[config.mk]
export PLATFORM = sky130hd
export DESIGN_NAME = display_window_byte_writer_unit
export DESIGN_NICKNAME = d
export VERILOG_FILES = /design/src/hw/rtl/dwbw_pkg.sv /design/src/hw/rtl/dwbw_frame_ctrl.sv /design/src/hw/rtl/dwbw_byte_seq.sv /design/src/hw/rtl/display_window_byte_writer_unit.sv
export SDC_FILE = /design/constraint.sdc
export NUM_CORES = 1
export LEC_CHECK = 0
export ABC_CLOCK_PERIOD_IN_PS = 6900
export BUFFER_PORTS_ARGS = -buffer_cell sky130_fd_sc_hd__buf_2
export CORE_AREA = 4 4 216 134
export CTS_CLUSTER_DIAMETER = 40
export CTS_CLUSTER_SIZE = 20
export DETAILED_ROUTE_END_ITERATION = 10
export DIE_AREA = 0 0 220 138
export HOLD_SLACK_MARGIN = 0.12
export REMOVE_ABC_BUFFERS = 1
export SKIP_CTS_REPAIR_TIMING = 1
export SYNTH_ARGS = -nofsm -noshare
export SYNTH_HDL_FRONTEND = slang
export SYNTH_HIERARCHICAL = 1
export SYNTH_SLANG_ARGS = --single-unit
[constraint.sdc]
create_clock -name clk_i -period 6.9 [get_ports clk_i]
set_input_delay 0.69 -clock clk_i [delete_from_list [all_inputs] [get_ports clk_i]]
set_output_delay 0.69 -clock clk_i [all_outputs]
set_load 0.05 [all_outputs]
[src/hw/rtl/dwbw_pkg.sv]
`timescale 1ns / 1ps
`default_nettype none

package dwbw_pkg;

  localparam int unsigned BURST_PIXELS = 20;
  localparam int unsigned BPOS_W       = $clog2(BURST_PIXELS + 1);
  localparam int unsigned START_BYTES  = 11;
  localparam int unsigned IDX_W        = $clog2(START_BYTES);
  localparam int unsigned COORD_W      = 16;
  localparam int unsigned TOTAL_W      = 24;
  localparam int unsigned PIXEL_W      = 16;
  localparam int unsigned CFG_IDX_W    = 3;
  localparam int unsigned CFG_DATA_W   = 24;

  localparam logic [7:0] CMD_COLUMN_ADDR  = 8'h2A;
  localparam logic [7:0] CMD_ROW_ADDR     = 8'h2B;
  localparam logic [7:0] CMD_MEMORY_WRITE = 8'h2C;

  localparam logic MODE_START = 1'b0;
  localparam logic MODE_PIXEL = 1'b1;

  localparam logic [CFG_IDX_W-1:0] REG_COL_START   = CFG_IDX_W'(0);
  localparam logic [CFG_IDX_W-1:0] REG_COL_END     = CFG_IDX_W'(1);
  localparam logic [CFG_IDX_W-1:0] REG_ROW_START   = CFG_IDX_W'(2);
  localparam logic [CFG_IDX_W-1:0] REG_ROW_END     = CFG_IDX_W'(3);
  localparam logic [CFG_IDX_W-1:0] REG_PIXEL_TOTAL = CFG_IDX_W'(4);

  typedef struct packed {
    logic [COORD_W-1:0] col_start;
    logic [COORD_W-1:0] col_end;
    logic [COORD_W-1:0] row_start;
    logic [COORD_W-1:0] row_end;
  } window_t;

  // One request's worth of output work, handed from the frame control to the byte sequencer
  typedef struct packed {
    logic               start;
    logic [PIXEL_W-1:0] pixel;
    logic               burst;
    logic               final_px;
    window_t            win;
  } job_t;

endpackage

`default_nettype wire

[src/hw/rtl/dwbw_frame_ctrl.sv]
`timescale 1ns / 1ps
`default_nettype none

module dwbw_frame_ctrl (
  input  wire logic                          clk_i,
  input  wire logic                          rst_ni,
  input  wire logic                          accept_i,
  input  wire logic                          mode_i,
  input  wire logic [dwbw_pkg::PIXEL_W-1:0]  pixel_value_i,
  input  wire dwbw_pkg::window_t             win_i,
  input  wire logic [dwbw_pkg::TOTAL_W-1:0]  pixel_total_i,
  output logic                               load_o,
  output dwbw_pkg::job_t                     job_o
);
  import dwbw_pkg::*;

  logic               frame_open_q, frame_open_d;
  logic [TOTAL_W-1:0] sent_q, sent_d;
  logic [BPOS_W-1:0]  bpos_q, bpos_d;
  logic [TOTAL_W-1:0] sent_inc;
  logic [BPOS_W-1:0]  bpos_inc;
  logic               burst_full;
  logic               is_final;

  assign sent_inc   = sent_q + TOTAL_W'(1);
  assign bpos_inc   = bpos_q + BPOS_W'(1);
  assign burst_full = (bpos_inc >= BPOS_W'(BURST_PIXELS));
  assign is_final   = (sent_inc >= pixel_total_i);

  always_comb begin
    frame_open_d = frame_open_q;
    sent_d       = sent_q;
    bpos_d       = bpos_q;
    load_o       = 1'b0;
    if (accept_i) begin
      if (mode_i == MODE_START) begin
        // restart: an empty window leaves the frame closed
        frame_open_d = (pixel_total_i != '0);
        sent_d       = '0;
        bpos_d       = '0;
        load_o       = 1'b1;
      end else if (frame_open_q) begin
        sent_d = sent_inc;
        bpos_d = burst_full ? '0 : bpos_inc;
        if (is_final) begin
          frame_open_d = 1'b0;
        end
        load_o = 1'b1;
      end
    end
  end

  always_comb begin
    job_o.start    = (mode_i == MODE_START);
    job_o.pixel    = pixel_value_i;
    job_o.burst    = burst_full | is_final;
    job_o.final_px = is_final;
    job_o.win      = win_i;
  end

  always_ff @(posedge clk_i or negedge rst_ni) begin
    if (!rst_ni) begin
      frame_open_q <= 1'b0;
      sent_q       <= '0;
      bpos_q       <= '0;
    end else begin
      frame_open_q <= frame_open_d;
      sent_q       <= sent_d;
      bpos_q       <= bpos_d;
    end
  end

endmodule

`default_nettype wire

[src/hw/rtl/dwbw_byte_seq.sv]
`timescale 1ns / 1ps
`default_nettype none

module dwbw_byte_seq (
  input  wire logic            clk_i,
  input  wire logic            rst_ni,
  input  wire logic            load_i,
  input  wire dwbw_pkg::job_t  job_i,
  output logic                 ready_o,
  output logic                 out_valid_o,
  input  wire logic            out_ready_i,
  output logic [7:0]           out_byte_o,
  output logic                 is_command_o,
  output logic                 last_of_run_o,
  output logic                 burst_end_o,
  output logic                 frame_end_o
);
  import dwbw_pkg::*;

  logic             job_valid_q;
  job_t             job_q;
  logic [IDX_W-1:0] idx_q;
  logic             out_valid_q;
  logic [7:0]       byte_q;
  logic             cmd_q, last_q, burst_q, frame_q;

  logic             emit;
  logic             last_byte;
  logic [7:0]       byte_d;
  logic             cmd_d, burst_d, frame_d;

  assign emit      = job_valid_q && (!out_valid_q || out_ready_i);
  assign last_byte = job_q.start ? (idx_q == IDX_W'(START_BYTES - 1))
                                 : (idx_q == IDX_W'(1));
  assign ready_o   = !job_valid_q || (emit && last_byte);

  always_comb begin
    byte_d  = '0;
    cmd_d   = 1'b0;
    burst_d = 1'b0;
    frame_d = 1'b0;
    if (job_q.start) begin
      case (idx_q)
        IDX_W'(0):  begin byte_d = CMD_COLUMN_ADDR; cmd_d = 1'b1; end
        IDX_W'(1):  byte_d = job_q.win.col_start[15:8];
        IDX_W'(2):  byte_d = job_q.win.col_start[7:0];
        IDX_W'(3):  byte_d = job_q.win.col_end[15:8];
        IDX_W'(4):  byte_d = job_q.win.col_end[7:0];
        IDX_W'(5):  begin byte_d = CMD_ROW_ADDR; cmd_d = 1'b1; end
        IDX_W'(6):  byte_d = job_q.win.row_start[15:8];
        IDX_W'(7):  byte_d = job_q.win.row_start[7:0];
        IDX_W'(8):  byte_d = job_q.win.row_end[15:8];
        IDX_W'(9):  byte_d = job_q.win.row_end[7:0];
        IDX_W'(10): begin byte_d = CMD_MEMORY_WRITE; cmd_d = 1'b1; end
        default:    byte_d = '0;
      endcase
    end else if (idx_q == '0) begin
      byte_d = job_q.pixel[15:8];
    end else begin
      byte_d  = job_q.pixel[7:0];
      burst_d = job_q.burst;
      frame_d = job_q.final_px;
    end
  end

  always_ff @(posedge clk_i or negedge rst_ni) begin
    if (!rst_ni) begin
      job_valid_q <= 1'b0;
      idx_q       <= '0;
      out_valid_q <= 1'b0;
    end else begin
      if (load_i) begin
        job_valid_q <= 1'b1;
        idx_q       <= '0;
      end else if (emit && last_byte) begin
        job_valid_q <= 1'b0;
      end else if (emit) begin
        idx_q <= idx_q + IDX_W'(1);
      end
      if (emit) begin
        out_valid_q <= 1'b1;
      end else if (out_ready_i) begin
        out_valid_q <= 1'b0;
      end
    end
  end

  always_ff @(posedge clk_i) begin
    if (load_i) begin
      job_q <= job_i;
    end
    // hold the result register while the receiver stalls
    if (emit) begin
      byte_q  <= byte_d;
      cmd_q   <= cmd_d;
      last_q  <= last_byte;
      burst_q <= burst_d;
      frame_q <= frame_d;
    end
  end

  assign out_valid_o   = out_valid_q;
  assign out_byte_o    = byte_q;
  assign is_command_o  = cmd_q;
  assign last_of_run_o = last_q;
  assign burst_end_o   = burst_q;
  assign frame_end_o   = frame_q;

endmodule

`default_nettype wire

[src/hw/rtl/display_window_byte_writer_unit.sv]
// Display window byte writer.
// Input channel (in_valid_i / in_ready_o): a request with mode_i low starts a
// window frame and yields eleven bytes: 0x2A with the big-endian column start
// and end, 0x2B with the row start and end, then 0x2C. A request with mode_i
// high carries one RGB565 pixel and yields two data bytes, high byte first,
// while a frame is open; outside a frame it is taken and dropped.
// Output channel (out_valid_o / out_ready_i) carries one byte per transfer
// with command, last-of-request, burst-end and frame-end flags.
// A request is registered in the byte sequencer, then its first byte moves
// to the result register when the output is free. Throughput: one byte per
// cycle out of the sequencer while the receiver does not stall; the next
// request is taken in the cycle its predecessor's last byte is registered.
// Configuration writes (cfg_we_i, cfg_index_i, cfg_data_i) take effect on
// the next edge; unknown indices are ignored.
// Reset clears all window registers, the frame state and the counters and
// empties the result register. When the receiver stalls the result byte is
// held and the sequencer stops; a new request is refused until the current
// one has moved its last byte out.
`timescale 1ns / 1ps
`default_nettype none

module display_window_byte_writer_unit (
  input  wire logic                             clk_i,
  input  wire logic                             rst_ni,
  input  wire logic                             in_valid_i,
  output logic                                  in_ready_o,
  input  wire logic                             mode_i,
  input  wire logic [dwbw_pkg::PIXEL_W-1:0]     pixel_value_i,
  output logic                                  out_valid_o,
  input  wire logic                             out_ready_i,
  output logic [7:0]                            out_byte_o,
  output logic                                  is_command_o,
  output logic                                  last_of_run_o,
  output logic                                  burst_end_o,
  output logic                                  frame_end_o,
  input  wire logic                             cfg_we_i,
  input  wire logic [dwbw_pkg::CFG_IDX_W-1:0]   cfg_index_i,
  input  wire logic [dwbw_pkg::CFG_DATA_W-1:0]  cfg_data_i
);
  import dwbw_pkg::*;

  window_t            win_q;
  logic [TOTAL_W-1:0] total_q;
  logic               accept;
  logic               load;
  job_t               job;

  always_ff @(posedge clk_i or negedge rst_ni) begin
    if (!rst_ni) begin
      win_q   <= '0;
      total_q <= '0;
    end else if (cfg_we_i) begin
      case (cfg_index_i)
        REG_COL_START:   win_q.col_start <= cfg_data_i[COORD_W-1:0];
        REG_COL_END:     win_q.col_end   <= cfg_data_i[COORD_W-1:0];
        REG_ROW_START:   win_q.row_start <= cfg_data_i[COORD_W-1:0];
        REG_ROW_END:     win_q.row_end   <= cfg_data_i[COORD_W-1:0];
        REG_PIXEL_TOTAL: total_q         <= cfg_data_i[TOTAL_W-1:0];
        default:         ;
      endcase
    end
  end

  assign accept = in_valid_i && in_ready_o;

  dwbw_frame_ctrl u_ctrl (
    .clk_i         (clk_i),
    .rst_ni        (rst_ni),
    .accept_i      (accept),
    .mode_i        (mode_i),
    .pixel_value_i (pixel_value_i),
    .win_i         (win_q),
    .pixel_total_i (total_q),
    .load_o        (load),
    .job_o         (job)
  );

  dwbw_byte_seq u_seq (
    .clk_i         (clk_i),
    .rst_ni        (rst_ni),
    .load_i        (load),
    .job_i         (job),
    .ready_o       (in_ready_o),
    .out_valid_o   (out_valid_o),
    .out_ready_i   (out_ready_i),
    .out_byte_o    (out_byte_o),
    .is_command_o  (is_command_o),
    .last_of_run_o (last_of_run_o),
    .burst_end_o   (burst_end_o),
    .frame_end_o   (frame_end_o)
  );

endmodule

`default_nettype wire

[Yosys cells after proc, flatten, opt, wreduce, memory -nomap -nowiden]
Index checks and enable logic that the tools add are counted.
Operators by class
  add/sub/neg operators: 3
  $lt $le $gt $ge: 2
  equal/unequal tests: 16
  muxes and demuxes: 23
  bitwise logic cells: 2
  reductions and logical operators: 22
Operators by type and width (number)
  8-bit case mux with 11 select lines: 1
  24-bit 2-to-1 mux: 2
  24-bit by 1-bit adder with 24-bit output (second input constant): 1
  24-bit >= comparator: 1
  24-bit nonzero test: 1
  4-bit by 3-bit equality test with 1-bit output (second input constant): 4
  8-bit 2-to-1 mux: 2
  5-bit 2-to-1 mux: 3
  2-bit AND reduction: 7
  4-bit equality test (second input constant): 3
  1-bit 2-to-1 mux: 12
  4-bit 2-to-1 mux: 3
  4-bit by 2-bit equality test with 1-bit output (second input constant): 2
  3-bit by 2-bit equality test with 1-bit output (second input constant): 2
  2-bit nonzero test: 3
  5-bit by 1-bit adder with 5-bit output (second input constant): 1
  5-bit >= comparator (second input constant): 1
  4-bit by 1-bit adder with 4-bit output (second input constant): 1
  4-bit by 1-bit equality test with 1-bit output (second input constant): 1
  4-bit logical NOT: 1
  3-bit by 1-bit equality test with 1-bit output (second input constant): 1
  3-bit equality test (second input constant): 1
  1-bit logical AND: 3
  3-bit logical NOT: 1
  8 further kinds: 10
Word-level totals
  bits in registers: 219
  bits of input ports: 49
  output and inout port bits: 14
  logic and storage cells: 92

[Depth between registers and ports, before layout]
  word-level depth: 9
  gate-level depth with buffers: 13
  depth with buffers taken out: 11

[Cells and area by module]
The synthesis kept the hierarchy.
By module, submodules not included
  dwbw_byte_seq: times used 1, cells an instance 242, area an instance 3997.6 µm², seq. area each 3002.9 µm²
  display_window_byte_writer_unit: times used 1, cells an instance 191, area an instance 3520.9 µm², seq. area each 2202.1 µm²
  dwbw_frame_ctrl: times used 1, cells an instance 376, area an instance 3109.2 µm², seq. area each 750.7 µm²

[Worst setup path after synthesis]
OpenSTA, ideal clock, no wires.
  path type: reg-to-reg
  start point: reg u_seq.idx_q[1]
  end point: reg u_ctrl.sent_q[21]
  library setup time: 121 ps
  arrival time: 4405 ps
  data required time: 6779 ps
  setup slack: 2374 ps
  stages on the path, launching flop included: 13
  buffers on the path: 1
  clock period less this slack: 4526 ps
  cells stage by stage: dfrtp_1 > inv_1 > ha_1 > buf_6 > or3b_1 > a21oi_4 > nand2_2 > nand2_1 > and2_1 > o21ai_1 > inv_1 > o21ai_1 > a22o_1
On the way
  longest elaborated chain between the ends: 6
  elaborated cells on any way between the ends: 7
  those cells by class: eq/ne (2); mux (1); reduce/logical (4)
Ends and longest elaborated chain
  start: declaration: line dwbw_byte_seq.sv:22  | logic [IDX_W-1:0] idx_q;
  start signal: assignment: line dwbw_byte_seq.sv:78  | idx_q <= idx_q + IDX_W'(1);
  4-bit by 1-bit equality test with 1-bit output / 4-bit equality test (equally long branches): line dwbw_byte_seq.sv:34, dwbw_byte_seq.sv:33
  1-bit 2-to-1 mux *: line dwbw_byte_seq.sv:33  | assign last_byte = job_q.start ? (idx_q == IDX_W'(START_BYTES - 1))
  via u_seq.last_byte: line dwbw_byte_seq.sv:28  | logic last_byte;
  1-bit logical AND *: line dwbw_byte_seq.sv:35  | assign ready_o = !job_valid_q || (emit && last_byte);
  1-bit logical OR *: line dwbw_byte_seq.sv:35
  via in_ready_o: line display_window_byte_writer_unit.sv:26  | output logic in_ready_o,
  1-bit logical AND *: line display_window_byte_writer_unit.sv:64  | assign accept = in_valid_i && in_ready_o;
  via accept: line display_window_byte_writer_unit.sv:44  | logic accept;
  2-bit AND reduction (no line) *
  end signal: assignment: line dwbw_frame_ctrl.sv:68  | sent_q <= sent_d;
  end: declaration: line dwbw_frame_ctrl.sv:18  | logic [TOTAL_W-1:0] sent_q, sent_d;
Mark *: on every way through the listed nets, which the timed path passes. The rest lies on a longest branch.
A chain may end at the register's enable or synchronous reset.

[Final worst setup path]
  start point: reg u_seq.idx_q[1]
  end point: reg u_seq/job_q[0] (netlist bit) (enable)
On the way
  longest elaborated chain between the ends: 6
  elaborated cells on any way between the ends: 7
  those cells by class: eq/ne (2); mux (2); reduce/logical (3)
Ends and longest elaborated chain
  4-bit by 1-bit equality test with 1-bit output / 4-bit equality test (equally long branches): line dwbw_byte_seq.sv:34, dwbw_byte_seq.sv:33
  1-bit 2-to-1 mux *: line dwbw_byte_seq.sv:33
  via u_seq.last_byte: line dwbw_byte_seq.sv:28
  1-bit logical AND *: line dwbw_byte_seq.sv:35
  1-bit logical OR *: line dwbw_byte_seq.sv:35
  1-bit logical AND *: line display_window_byte_writer_unit.sv:64
  via accept: line display_window_byte_writer_unit.sv:44
  1-bit 2-to-1 mux *: line dwbw_frame_ctrl.sv:35  | if (accept_i) begin
  via load: line display_window_byte_writer_unit.sv:45  | logic load;
  end signal: assignment: line dwbw_byte_seq.sv:90  | job_q <= job_i;
  end: declaration: line dwbw_byte_seq.sv:21  | job_t job_q;
Marked as above.

==> results.py <==
metrics = {
    "global_route": {
        "grt_pass1_vias": 5920,
        "grt.overflow.total": 0,
        "grt_pass1_wl_um": 35870,
        "grt_max_degree": 64,
        "antenna_found_initial": 0,
        "grt_use_total": 0.1515,
    },
    "drt": {
        "highest_layer": "met4",
        "met2_wirelength_um": 8873,
        "drcViolationCount": 0,
        "postRouteAntennaNets": 0,
        "dr.pass1.iters": 5,
        "routedWlPerCell_um": 19.74,
        "first_iter_violations": 559,
        "drt_wl_total_um": 23230,
        "vias_per_cell": 5.207,
        "met3_length_um": 1737,
        "vias": 6129,
        "wl_met1_um": 12300,
    },
    "placement": {
        "placed_cell_area_um2": 10670,
        "post-place-cells": 1135,
        "hpwl_um": 15620,
        "io_buffers": 62,
        "gp_congestion": 0.7732,
        "pre_cts_ws_ns": 2.685,
    },
    "setup_path": {
        "worstReg2RegStart": "u_seq/idx_q[1]",
        "crit_family": "buffers and inverters",
        "r2r_slack_ns": 2.66,
        "cp_slowest_cell": "ha_1",
        "worstPathBufferInverterCount": 4,
        "cp.arrival_ns": 4.40,
        "startpoint_type": "register",
        "cp_max_fo": 53,
        "cpMostUsedCell": "buf_4",
        "critPathKind": "reg2reg",
        "crit_start": "u_seq/idx_q[1]",
        "critPathCaptureType": "register",
        "r2r_end": "u_seq/job_q[0]",
        "crit_chain": "inv_1 > ha_1 > or3b_1 > a21oi_4 > nand2_2 > nand2_1 > and2_1 > o21ai_2 > buf_4 > clkinv_2 > buf_4",
        "r2r_cells": 11,
        "cp.required_ns": 7.06,
        "max_stage_delay_ns": 0.67,
    },
    "yosys": {
        "synth-async-reset-ratio": 0.5662,
        "synth-seq-area-share": 0.5604,
        "ys_ff_latch": 219,
        "synth_flop_cell": "dfrtp_1",
        "ys_types": 71,
        "syn_area_um2": 10630,
        "synth_edf_count": 95,
        "yosysWarnings": 6,
        "syn_inst": 809,
        "avgSynthCellArea_um2": 13.14,
    },
    "worst_hold_path": {
        "hp-class": "in2async",
    },
    "timing": {
        "setup-violations-final": 0,
        "fin_ws_ns": 2.659,
        "slew_violations": 0,
        "period_minus_slack_ns": 4.241,
        "max_slew_margin": 0.2935,
        "rsz0062_at_grt": "no",
        "fin_skew_ns": 0.01539,
        "final_hold_viol_count": 0,
        "holdWs_ns": 0.2885,
        "min_period_over_period": 0.6146,
        "fmax_mhz": 235.8,
        "worst_pin_slew_ns": 1.057,
        "final.setup.tns_ns": 0,
    },
    "floorplanning": {
        "die_x_um": 220,
        "placementRows": 47,
        "coreArea_um2": 27050,
        "die_area_um2": 30360,
        "pin_count": 63,
        "die_h_um": 138,
        "initial_core_util": 0.3929,
    },
    "power": {
        "p_leak_nw": 4.788,
        "power.internal_mw": 2.766,
        "power.density_nw_per_um2": 367.9,
        "power_frac_clock": 0.292,
        "pwr-share-comb": 0.261,
        "seqPwrFrac": 0.447,
        "power_mw": 4.199,
        "vdd_drop_max_mv": 0.2033,
        "p_sw_frac": 0.3414,
        "p_sw_mw": 1.434,
    },
    "flow_run": {
        "drv_cap": 0,
    },
    "cts": {
        "cts_max_level": 1,
        "numClockSinks": 219,
        "cts_tree": "yes",
        "clkLatencyLatePin_ns": 0.53,
        "cts_buffers": 23,
        "cts.clk_slew.worst_paths_ns": 0.07,
        "cts-root-buf": "clkbuf_16",
        "clk_path_buf_depth": 3,
    },
    "final_layout": {
        "drive_above_1_share": 0.2765,
        "nets": 873,
        "antenna_cells": 0,
        "fin_cells": 1177,
        "final_util": 0.4220,
        "synthToLayoutAreaGrowth_pct": 7.405,
        "fin_area_um2": 11410,
    },
    "outcome": {
        "outcome": "completed",
    },
}
-- cell type report --
type                    instances  area (um2)
clock buffers                  28       604.3
inverters                      39       147.6
clock inverters                14       142.6
well taps                     367       459.2
flip-flops and latches        219        5956
multi-input cells             436        3702
fillers                      2544       15640
repair buffers                 74       402.9
-- worst reg2reg max path, stage by stage, from the launching register on --
cell and delay (ns):
dfrtp_1 0.43, inv_1 0.10, ha_1 0.67, or3b_1 0.46, a21oi_4 0.24, nand2_2 0.08, nand2_1 0.08, and2_1 0.19
o21ai_2 0.07, buf_4 0.24, clkinv_2 0.68, buf_4 0.62
-- registers in the layout, indices dropped and copies added (netlist names), 4 cells and up --
register and flops:
u_ctrl/sent_q 24, total_q 24, u_seq/job_q 83, win_q 64, u_seq/idx_q 4, u_ctrl/bpos_q 5
u_seq/out_byte_o 8
-- routing by layer --
layer | GRT usage | vias up
li1 | - | 2872
met3 | 0.04211 | 23
met1 | 0.2566 | 3081
met5 | 0 | -
met2 | 0.1892 | 153
met4 | 0.02741 | 0
-- Yosys cell counts (3+ instances only) --
cell      number  area share
buf_6          9      0.0095
a22o_1        12      0.0099
dfrtp_1      124        0.29
a22oi_1        7      0.0049
nand2_1       31       0.011
a211oi_1       5      0.0035
buf_4         84       0.059
a31oi_1        4      0.0024
a222oi_1       7      0.0066
a21oi_1       23       0.011
edfxtp_1      95        0.27
xor2_1         9      0.0074
ha_1          31       0.036
buf_2         10      0.0047
o22ai_1       10      0.0059
mux2_2        51       0.054
nor4_1        10      0.0059
xnor2_1       14       0.012
and4bb_1       3      0.0035
mux2_4        40       0.057
a21o_1         5      0.0035
nand4_1        8      0.0047
nand3_1       16      0.0075
nand2b_1       6      0.0035
mux2i_1        9      0.0085
o21ai_1        3      0.0014
or3_1          4      0.0024
nor3_1         5      0.0024
a32o_1         3      0.0028
o21ai_0       36       0.017
nor2_1        16      0.0057
nor2b_1        6      0.0035
inv_1         39       0.014
o31ai_1        7      0.0049
and3_1         6      0.0035
clkbuf_1      11      0.0039
-- power by group through the flow --
| stage | registers, mW | clock network (mW) | logic (mW) |
|---|---|---|---|
| 2_1_floorplan | 1.99 | 0 | 0.615 |
| 3_3_place_gp | 1.89 | 0 | 1.08 |
| 3_5_place_dp | 1.90 | 0 | 1.09 |
| 4_1_cts | 1.88 | 1.26 | 1.10 |
| 5_1_grt | 1.91 | 1.32 | 1.20 |
| 6_report | 1.88 | 1.23 | 1.10 |
-- cell families after synthesis --
logic type,share of synthesized area
XOR/XNOR,0.01896
buffers and inverters,0.09159
AO/OA/AOI/OAI,0.09207
multiplexers,0.1190
flip-flops,0.5604
AND/OR/NAND/NOR,0.08147
adder cells (fa/ha/maj),0.03650
-- cell usage in the layout, fill, tap and decap left out, drive strengths merged, types with 4 or more instances in the layout --
master	Yosys	final
mux2	91	91
nor3	5	5
a22oi	7	7
o31ai	7	7
nand2	33	33
a22o	13	13
buf	104	74
o22ai	10	10
nand2b	6	6
nor2	16	16
and2	5	5
inv	39	46
nand4	10	10
dfrtp	124	124
or3	4	4
a21o	5	5
a211oi	5	5
a222oi	7	7
clkinv	0	6
a31oi	4	4
mux2i	9	9
o21ai	39	39
and3	7	7
clkbuf	11	28
edfxtp	95	95
nor2b	6	6
xor2	9	9
nor4	12	12
nand3	18	18
a21oi	24	24
ha	31	31
xnor2	14	14
-- how the worst max path moves through the flow --
stage	cells after the start	endpoint
final	11	u_seq/job_q[0]
after global routing	11	u_seq/job_q[15]
after CTS	11	u_seq/job_q[0]
after detailed placement	11	u_seq/job_q[56]
after global placement	11	u_seq/job_q[24]
after floorplan	11	u_ctrl/sent_q[21]
Note: power is estimated with default switching activity, not from simulation.
